`src/rtl/core/spq_pkg.sv`:
```
`default_nettype none
// ----------------------------------------------------------------------------
// spq_pkg
// Shared types and constants for the sorted priority queue: payload structs,
// status codes, controller states and controller/datapath handshake groups.
// ----------------------------------------------------------------------------
package spq_pkg;

  localparam int CAPACITY_DEF = 64;
  localparam int DATA_W       = 32;
  localparam int OCC_W        = 7;

  // Result status codes
  localparam logic [1:0] ST_INSERTED = 2'd0;
  localparam logic [1:0] ST_REMOVED  = 2'd1;
  localparam logic [1:0] ST_FULL     = 2'd2;
  localparam logic [1:0] ST_EMPTY    = 2'd3;

  // Request commands
  localparam logic CMD_INSERT = 1'b0;
  localparam logic CMD_REMOVE = 1'b1;

  typedef struct packed {
    logic                     cmd;
    logic signed [DATA_W-1:0] value;
  } in_t;

  typedef struct packed {
    logic [1:0]               status;
    logic signed [DATA_W-1:0] removed_value;
    logic [OCC_W-1:0]         occupancy;
  } out_t;

  typedef enum logic [2:0] {
    S_IDLE,
    S_DECODE,
    S_SCAN,
    S_CMP,
    S_HEAD,
    S_POP,
    S_FIN
  } state_t;

  // Controller to datapath commands
  typedef struct packed {
    logic load;
    logic rd_head;
    logic rd_prev;
    logic shift;
    logic place;
    logic pop;
    logic set_full;
    logic set_empty;
    logic out_load;
  } ctrl_cmd_t;

  // Datapath to controller status
  typedef struct packed {
    logic is_remove;
    logic full;
    logic empty;
    logic idx_zero;
    logic prev_less;
    logic out_free;
  } dp_stat_t;

endpackage : spq_pkg
`default_nettype wire

```
`src/rtl/core/spq_ctrl.sv`:
```
`default_nettype none
// ----------------------------------------------------------------------------
// spq_ctrl
// Controller state machine: sequences decode, insertion scan, head read and
// result hand-off for one request at a time.
// ----------------------------------------------------------------------------
module spq_ctrl (
  input  wire logic               clk,
  input  wire logic               rst_n,
  input  wire logic               in_valid,
  output logic                    in_ready,
  input  wire spq_pkg::dp_stat_t  stat,
  output spq_pkg::ctrl_cmd_t      cmd
);

  spq_pkg::state_t state_r, state_nxt;

  // Advance state
  always_ff @(posedge clk) begin
    if (!rst_n) begin
      state_r <= spq_pkg::S_IDLE;
    end else begin
      state_r <= state_nxt;
    end
  end

  // Next state
  always_comb begin
    state_nxt = state_r;
    unique case (state_r)
      spq_pkg::S_IDLE: begin
        if (in_valid) state_nxt = spq_pkg::S_DECODE;
      end
      spq_pkg::S_DECODE: begin
        if (stat.is_remove) begin
          state_nxt = stat.empty ? spq_pkg::S_FIN : spq_pkg::S_HEAD;
        end else begin
          state_nxt = stat.full ? spq_pkg::S_FIN : spq_pkg::S_SCAN;
        end
      end
      spq_pkg::S_SCAN: begin
        state_nxt = stat.idx_zero ? spq_pkg::S_FIN : spq_pkg::S_CMP;
      end
      spq_pkg::S_CMP: begin
        state_nxt = stat.prev_less ? spq_pkg::S_SCAN : spq_pkg::S_FIN;
      end
      spq_pkg::S_HEAD: state_nxt = spq_pkg::S_POP;
      spq_pkg::S_POP:  state_nxt = spq_pkg::S_FIN;
      spq_pkg::S_FIN: begin
        if (stat.out_free) state_nxt = spq_pkg::S_IDLE;
      end
      default: state_nxt = spq_pkg::S_IDLE;
    endcase
  end

  // Drive datapath commands
  always_comb begin
    cmd      = '0;
    in_ready = 1'b0;
    unique case (state_r)
      spq_pkg::S_IDLE: begin
        in_ready = 1'b1;
        cmd.load = in_valid;
      end
      spq_pkg::S_DECODE: begin
        cmd.set_full  = !stat.is_remove && stat.full;
        cmd.set_empty = stat.is_remove && stat.empty;
      end
      spq_pkg::S_SCAN: begin
        cmd.place   = stat.idx_zero;
        cmd.rd_prev = !stat.idx_zero;
      end
      spq_pkg::S_CMP: begin
        cmd.shift = stat.prev_less;
        cmd.place = !stat.prev_less;
      end
      spq_pkg::S_HEAD: cmd.rd_head = 1'b1;
      spq_pkg::S_POP:  cmd.pop = 1'b1;
      spq_pkg::S_FIN:  cmd.out_load = stat.out_free;
      default: cmd = '0;
    endcase
  end

endmodule : spq_ctrl
`default_nettype wire

```
`src/rtl/core/spq_datapath.sv`:
```
`default_nettype none
// ----------------------------------------------------------------------------
// spq_datapath
// Entry memory kept as a ring (logical slot 0 at the head pointer), request
// latch, scan index, count and the result output register.
// ----------------------------------------------------------------------------
module spq_datapath #(
  parameter int CAPACITY = spq_pkg::CAPACITY_DEF
) (
  input  wire logic               clk,
  input  wire logic               rst_n,
  input  wire spq_pkg::in_t       in_data,
  input  wire spq_pkg::ctrl_cmd_t cmd,
  output spq_pkg::dp_stat_t       stat,
  output logic                    out_valid,
  input  wire logic               out_ready,
  output spq_pkg::out_t           out_data
);

  localparam int AW = (CAPACITY > 1) ? $clog2(CAPACITY) : 1;
  localparam int CW = $clog2(CAPACITY + 1);
  localparam int SW = AW + 1;
  localparam logic [SW-1:0] CAP_S = SW'(CAPACITY);
  localparam logic [CW-1:0] CAP_C = CW'(CAPACITY);
  localparam logic [AW-1:0] LAST_A = AW'(CAPACITY - 1);

  logic signed [spq_pkg::DATA_W-1:0] mem [CAPACITY];
  logic signed [spq_pkg::DATA_W-1:0] rdata_r;

  logic [AW-1:0] base_r, base_nxt;
  logic [CW-1:0] count_r, count_nxt;
  logic [CW-1:0] idx_r, idx_nxt;
  logic          op_r;
  logic signed [spq_pkg::DATA_W-1:0] val_r;
  logic [1:0]    status_r, status_nxt;
  logic signed [spq_pkg::DATA_W-1:0] removed_r, removed_nxt;
  logic          out_valid_r, out_valid_nxt;
  spq_pkg::out_t out_r;

  logic [CW-1:0] prev_idx;
  logic [SW-1:0] wsum, rsum;
  logic [AW-1:0] waddr, raddr;
  logic          we, re;
  logic signed [spq_pkg::DATA_W-1:0] wdata;

  // Map logical slots onto the ring
  assign prev_idx = idx_r - CW'(1);
  assign wsum = SW'(base_r) + SW'(idx_r);
  assign rsum = cmd.rd_head ? SW'(base_r) : (SW'(base_r) + SW'(prev_idx));

  always_comb begin
    waddr = (wsum >= CAP_S) ? AW'(wsum - CAP_S) : AW'(wsum);
    raddr = (rsum >= CAP_S) ? AW'(rsum - CAP_S) : AW'(rsum);
  end

  assign we    = cmd.shift || cmd.place;
  assign re    = cmd.rd_prev || cmd.rd_head;
  assign wdata = cmd.shift ? rdata_r : val_r;

  // Entry memory: one write and one registered read port
  always_ff @(posedge clk) begin
    if (we) mem[waddr] <= wdata;
    if (re) rdata_r <= mem[raddr];
  end

  // Status toward the controller
  always_comb begin
    stat.is_remove = (op_r == spq_pkg::CMD_REMOVE);
    stat.full      = (count_r == CAP_C);
    stat.empty     = (count_r == '0);
    stat.idx_zero  = (idx_r == '0);
    stat.prev_less = (rdata_r < val_r);
    stat.out_free  = !out_valid_r || out_ready;
  end

  // Next values of control and working registers
  always_comb begin
    base_nxt      = base_r;
    count_nxt     = count_r;
    idx_nxt       = idx_r;
    status_nxt    = status_r;
    removed_nxt   = removed_r;
    out_valid_nxt = out_valid_r;
    if (cmd.load) begin
      idx_nxt     = count_r;
      removed_nxt = '0;
    end
    if (cmd.shift) idx_nxt = prev_idx;
    if (cmd.place) begin
      count_nxt  = count_r + CW'(1);
      status_nxt = spq_pkg::ST_INSERTED;
    end
    if (cmd.pop) begin
      base_nxt    = (base_r == LAST_A) ? '0 : base_r + AW'(1);
      count_nxt   = count_r - CW'(1);
      removed_nxt = rdata_r;
      status_nxt  = spq_pkg::ST_REMOVED;
    end
    if (cmd.set_full)  status_nxt = spq_pkg::ST_FULL;
    if (cmd.set_empty) status_nxt = spq_pkg::ST_EMPTY;
    if (cmd.out_load) begin
      out_valid_nxt = 1'b1;
    end else if (out_ready) begin
      out_valid_nxt = 1'b0;
    end
  end

  // Hold control state
  always_ff @(posedge clk) begin
    if (!rst_n) begin
      base_r      <= '0;
      count_r     <= '0;
      out_valid_r <= 1'b0;
    end else begin
      base_r      <= base_nxt;
      count_r     <= count_nxt;
      out_valid_r <= out_valid_nxt;
    end
  end

  // Hold payload registers
  always_ff @(posedge clk) begin
    idx_r     <= idx_nxt;
    status_r  <= status_nxt;
    removed_r <= removed_nxt;
    if (cmd.load) begin
      op_r  <= in_data.cmd;
      val_r <= in_data.value;
    end
    if (cmd.out_load) begin
      out_r.status        <= status_r;
      out_r.removed_value <= removed_r;
      out_r.occupancy     <= spq_pkg::OCC_W'(count_r);
    end
  end

  assign out_valid = out_valid_r;
  assign out_data  = out_r;

  // Occupancy never exceeds the capacity
  a_count_range: assert property (@(posedge clk) disable iff (!rst_n)
    count_r <= CAP_C)
    else $error("count above capacity");

  // Pop only from a non-empty queue
  a_pop_nonempty: assert property (@(posedge clk) disable iff (!rst_n)
    cmd.pop |-> (count_r != '0))
    else $error("pop from empty queue");

  // Place only into a queue with room
  a_place_room: assert property (@(posedge clk) disable iff (!rst_n)
    cmd.place |-> (count_r < CAP_C))
    else $error("place into full queue");

  // Never overwrite a result still waiting
  a_no_overwrite: assert property (@(posedge clk) disable iff (!rst_n)
    cmd.out_load |-> (!out_valid_r || out_ready))
    else $error("result overwritten");

endmodule : spq_datapath
`default_nettype wire

```
`src/rtl/core/sorted_priority_queue.sv`:
```
`default_nettype none
// ----------------------------------------------------------------------------
// sorted_priority_queue
// Max priority queue over a descending sorted array of signed 32-bit values;
// equal values leave first in, first out.
//
//   channel   ports                          direction  payload
//   in        in_valid/in_ready/in_data      input      cmd, value
//   out       out_valid/out_ready/out_data   output     status, removed_value,
//                                                       occupancy
//
// One request at a time. Insert scans up from the tail, with a read and a
// write per moved entry (each stored value smaller than the new one), then
// places it; remove reads the head, then pops it; a refused request (full or
// empty) goes straight to the result. The next request can be taken in the
// cycle after the previous result is loaded into the output register.
// Reset (rst_n low, synchronous) empties the queue; no clearing pass.
// A stalled result waits in the output register; the next request is taken
// while it waits, and its result waits until the register frees.
// ----------------------------------------------------------------------------
module sorted_priority_queue #(
  parameter int CAPACITY = spq_pkg::CAPACITY_DEF
) (
  input  wire logic          clk,
  input  wire logic          rst_n,
  input  wire logic          in_valid,
  output logic               in_ready,
  input  wire spq_pkg::in_t  in_data,
  output logic               out_valid,
  input  wire logic          out_ready,
  output spq_pkg::out_t      out_data
);

  spq_pkg::ctrl_cmd_t cmd;
  spq_pkg::dp_stat_t  stat;

  // Sequence requests
  spq_ctrl u_ctrl (
    .clk      (clk),
    .rst_n    (rst_n),
    .in_valid (in_valid),
    .in_ready (in_ready),
    .stat     (stat),
    .cmd      (cmd)
  );

  // Store entries and build results
  spq_datapath #(
    .CAPACITY (CAPACITY)
  ) u_datapath (
    .clk       (clk),
    .rst_n     (rst_n),
    .in_data   (in_data),
    .cmd       (cmd),
    .stat      (stat),
    .out_valid (out_valid),
    .out_ready (out_ready),
    .out_data  (out_data)
  );

endmodule : sorted_priority_queue
`default_nettype wire
```
`config.mk`:
```
export PLATFORM = sky130hd
export DESIGN_NAME = sorted_priority_queue
export DESIGN_NICKNAME = d
export VERILOG_FILES = /design/src/rtl/core/spq_pkg.sv /design/src/rtl/core/spq_ctrl.sv /design/src/rtl/core/spq_datapath.sv /design/src/rtl/core/sorted_priority_queue.sv
export SDC_FILE = /design/constraint.sdc
export NUM_CORES = 2
export LEC_CHECK = 0
export BUFFER_PORTS_ARGS = -buffer_cell sky130_fd_sc_hd__buf_2
export CAP_MARGIN = 10
export CORE_UTILIZATION = 25
export CTS_CLUSTER_DIAMETER = 60
export DETAILED_ROUTE_END_ITERATION = 7
export SYNTH_ARGS = -nofsm -noshare
export SYNTH_HDL_FRONTEND = slang
export SYNTH_HIERARCHICAL = 1
export SYNTH_SLANG_ARGS = --single-unit
```
`constraint.sdc`:
```
create_clock -name clk -period 7.8 [get_ports clk]
set_input_delay 1.17 -clock clk [delete_from_list [all_inputs] [get_ports clk]]
set_output_delay 1.17 -clock clk [all_outputs]
set_load 0.03 [all_outputs]
```
==> flow_metrics.tcl <==
set metrics [dict create \
    coreArea_mm2 0.343 \
    ir_drop_v 0.000175 \
    synthTopCellsByCount "edfxtp_1 (2193), mux4_2 (480), nand2_1 (435)" \
    critPathCaptureType "register" \
    drt-pass1-iter-count 6 \
    ys_async_sr_fraction_pct 0 \
    detail-route-antenna-nets 0 \
    dp_hpwl_mm 136 \
    clk_pin_slew_worst_paths_ns 0.06 \
    synth_cell_types 56 \
    synth.top_cell.area_share_pct 76.5 \
    slew_viol_final 0 \
    die-width_um 589 \
    remaining_drc_errors 0 \
    slew_headroom_pct 17.6 \
    cts_tree "built" \
    h-tree-depth 4 \
    die-area_mm2 0.347 \
    synth-adder-area-share_pct 0.782 \
    clockRootBuffer "clkbuf_16" \
    syn_nets 4287 \
    grt_pass1_wl_mm 324 \
    grt_usage_pct 12.9 \
    wl_per_cell_um 25.0 \
    synthMuxAreaShare_pct 14.8 \
    first_global_vias 42051 \
    clk_latency_ns 0.86 \
    num_rows 215 \
    avgSynthCellArea_um2 20.5 \
    critPathMaxStageDelay_ns 1.17 \
    finClkSkew_ns 0.0288 \
    path_cells "ha_1 -> a21o_1 -> a21o_1 -> a21oi_1 -> o21ai_0 -> a21oi_1 -> o21ai_0 -> xor2_1 -> nand2_1 -> nor3b_2 -> nor2_1 -> nor3_1 -> nand2_1 -> nor2_4" \
    total_power_mw 30.3 \
    yosysWarnings 6 \
    critical_path.max_fanout 32 \
    yosysMostFrequentCell "edfxtp_1" \
    seq_area_frac_synth_pct 77.0 \
    synth_edf_count 2193 \
    synthXorXnorAreaFrac_pct 0.254 \
    yosysTopAreaCell "edfxtp_1" \
    boundaryPins 80 \
    synth-main-ff-cell "edfxtp_1" \
    antenna_found_initial 11 \
    synth_area_mm2 0.0860 \
    post_cts_buffers 0 \
    area_growth_syn_to_layout_pct 16.3 \
    worstPathRequired_ns 8.25 \
    p_leak_nw 31.1 \
    hp-class "register to register" \
    fin_setup_tns_ns 0 \
    ys_ff_latch 2212 \
    initial_core_util_pct 25.1 \
    worstSetupPathType "register to register" \
    via_per_inst 4.71 \
    overflow 0 \
    post_cts_resized 0 \
    synth_area_leaders "edfxtp_1 (77%), mux4_2 (13%), nand2_1 (1.9%)" \
    portBuffers 79 \
    cts_buffers 222 \
    finalSetupViolations 0 \
    max_freq_mhz 186 \
    fin_nets 4484 \
    hold_viol 0 \
    cts_sinks 2212 \
    cp_slowest_cell "nor2_4" \
    drive_gt1_share_pct 24.5 \
    clockBufferDepth 3 \
    rsz0062_at_grt "no" \
    grt_max_degree 79 \
    synth_compound_area_share_pct 2.24 \
    finalCriticalPeriod_ns 5.36 \
    setup.worst_path.start_class "register" \
    synth_top_family_by_area "multiplexers" \
    finalCritPeriodShare_pct 68.8 \
    maxCapViolCount 0 \
    worstPathBufferInverterCount 0 \
    syn_inst 4198 \
    power.density_mw_per_mm2 302 \
    synth_simple_gate_area_share_pct 3.49 \
    cts_hold_buffers 0 \
    routed_wl_mm 229 \
    cp.arrival_ns 5.82 \
    initialDrtViolationCount 5533 \
    critPathTopFamily "simple AND/OR/NAND/NOR gates" \
    tightest_slew_ns 1.24 \
    outcome "complete, no violations" \
    die_height_um 589 \
    gp_congestion 0.851 \
    vias 43005 \
]
kinds of logic after synthesis:
kind of cell    count (synthesis)
compound gates                277
fa+ha+maj                      52
xor+xnor                       25
buf+inv                       257
simple gates                  707
mux                           668
flops                        2212
metrics by stage:
stage / cell area (um2) / std cells / hold WS, ns / setup slack [ns] / util, %
final: 100000 / 9137 / 0.416 / 2.44 / 29.2
after global routing: 100000 / 9137 / 0.423 / 2.22 / 29.2
after CTS: 100000 / 9134 / 0.417 / 2.46 / 29.2
after detailed placement: 93000 / 8726 / 0.405 / 2.50 / 27.1
after global placement: 92900 / 8724 / 0.405 / 2.49 / 27.1
after floorplan: 86000 / 4198 / 0.400 / 2.39 / -
metal layers:
layer	vias up	track usage (%)	wire, um
met2	2098	19.0	101000
met4	0	3.63	5870
met1	23059	19.0	98900
met3	293	2.97	22800
li1	17555	-	-
met5	-	0	0
power breakdown:
group / internal (mW) / switching [mW]
clock network: 5.94 / 4.46
logic: 2.12 / 4.13
registers: 13.5 / 0.112
total: 21.6 / 8.70
cell type report:
cell class              instances  area (um2)
clock inverters               130        1240
multi-input cells            1729       19500
diodes                          1        2.50
fillers                     33334      243000
repair buffers                182        1370
flip-flops and latches       2212       66200
well taps                    4557        5700
clock buffers                 278        5850
inverters                      48         180
flip-flops by register name (all words and copies together), names as in the netlist, 2 cells and up:
name,cells
u_datapath/idx_r,7
u_ctrl/state_r,3
u_datapath/removed_r,32
u_datapath/count_r,7
u_datapath/base_r,6
u_datapath/mem,2048
u_datapath/rdata_r,32
u_datapath/val_r,32
u_datapath/status_r,2
u_datapath/out_data,41
path summary, 6_finish.rpt:
kind,cells after the start,from,slack (ns),to
worst max-delay path,14,u_datapath/rdata_r[16]$_DFFE_PP_,2.44,u_datapath/mem[57][15]$_DFFE_PP_
worst min-delay path,0,u_datapath/removed_r[5]$_SDFFCE_PN0P_,0.42,u_datapath/out_data[12]$_DFFE_PP_
worst min register to register,0,u_datapath/removed_r[5]$_SDFFCE_PN0P_,0.42,u_datapath/out_data[12]$_DFFE_PP_
worst max register to register,14,u_datapath/rdata_r[16]$_DFFE_PP_,2.44,u_datapath/mem[57][15]$_DFFE_PP_
placed cells by master, fill, tap and decap left out, types with 50 or more instances in the layout:
cell type,instances
nand2_1,434
buf_4,87
edfxtp_1,2193
clkbuf_16,226
a21oi_1,62
nand3_1,70
buf_2,79
mux4_2,480
nor2_4,72
mux2i_1,153
a221oi_1,56
clkbuf_1,52
clkinv_1,50
No activity file was read; power rests on OpenSTA's default activity.
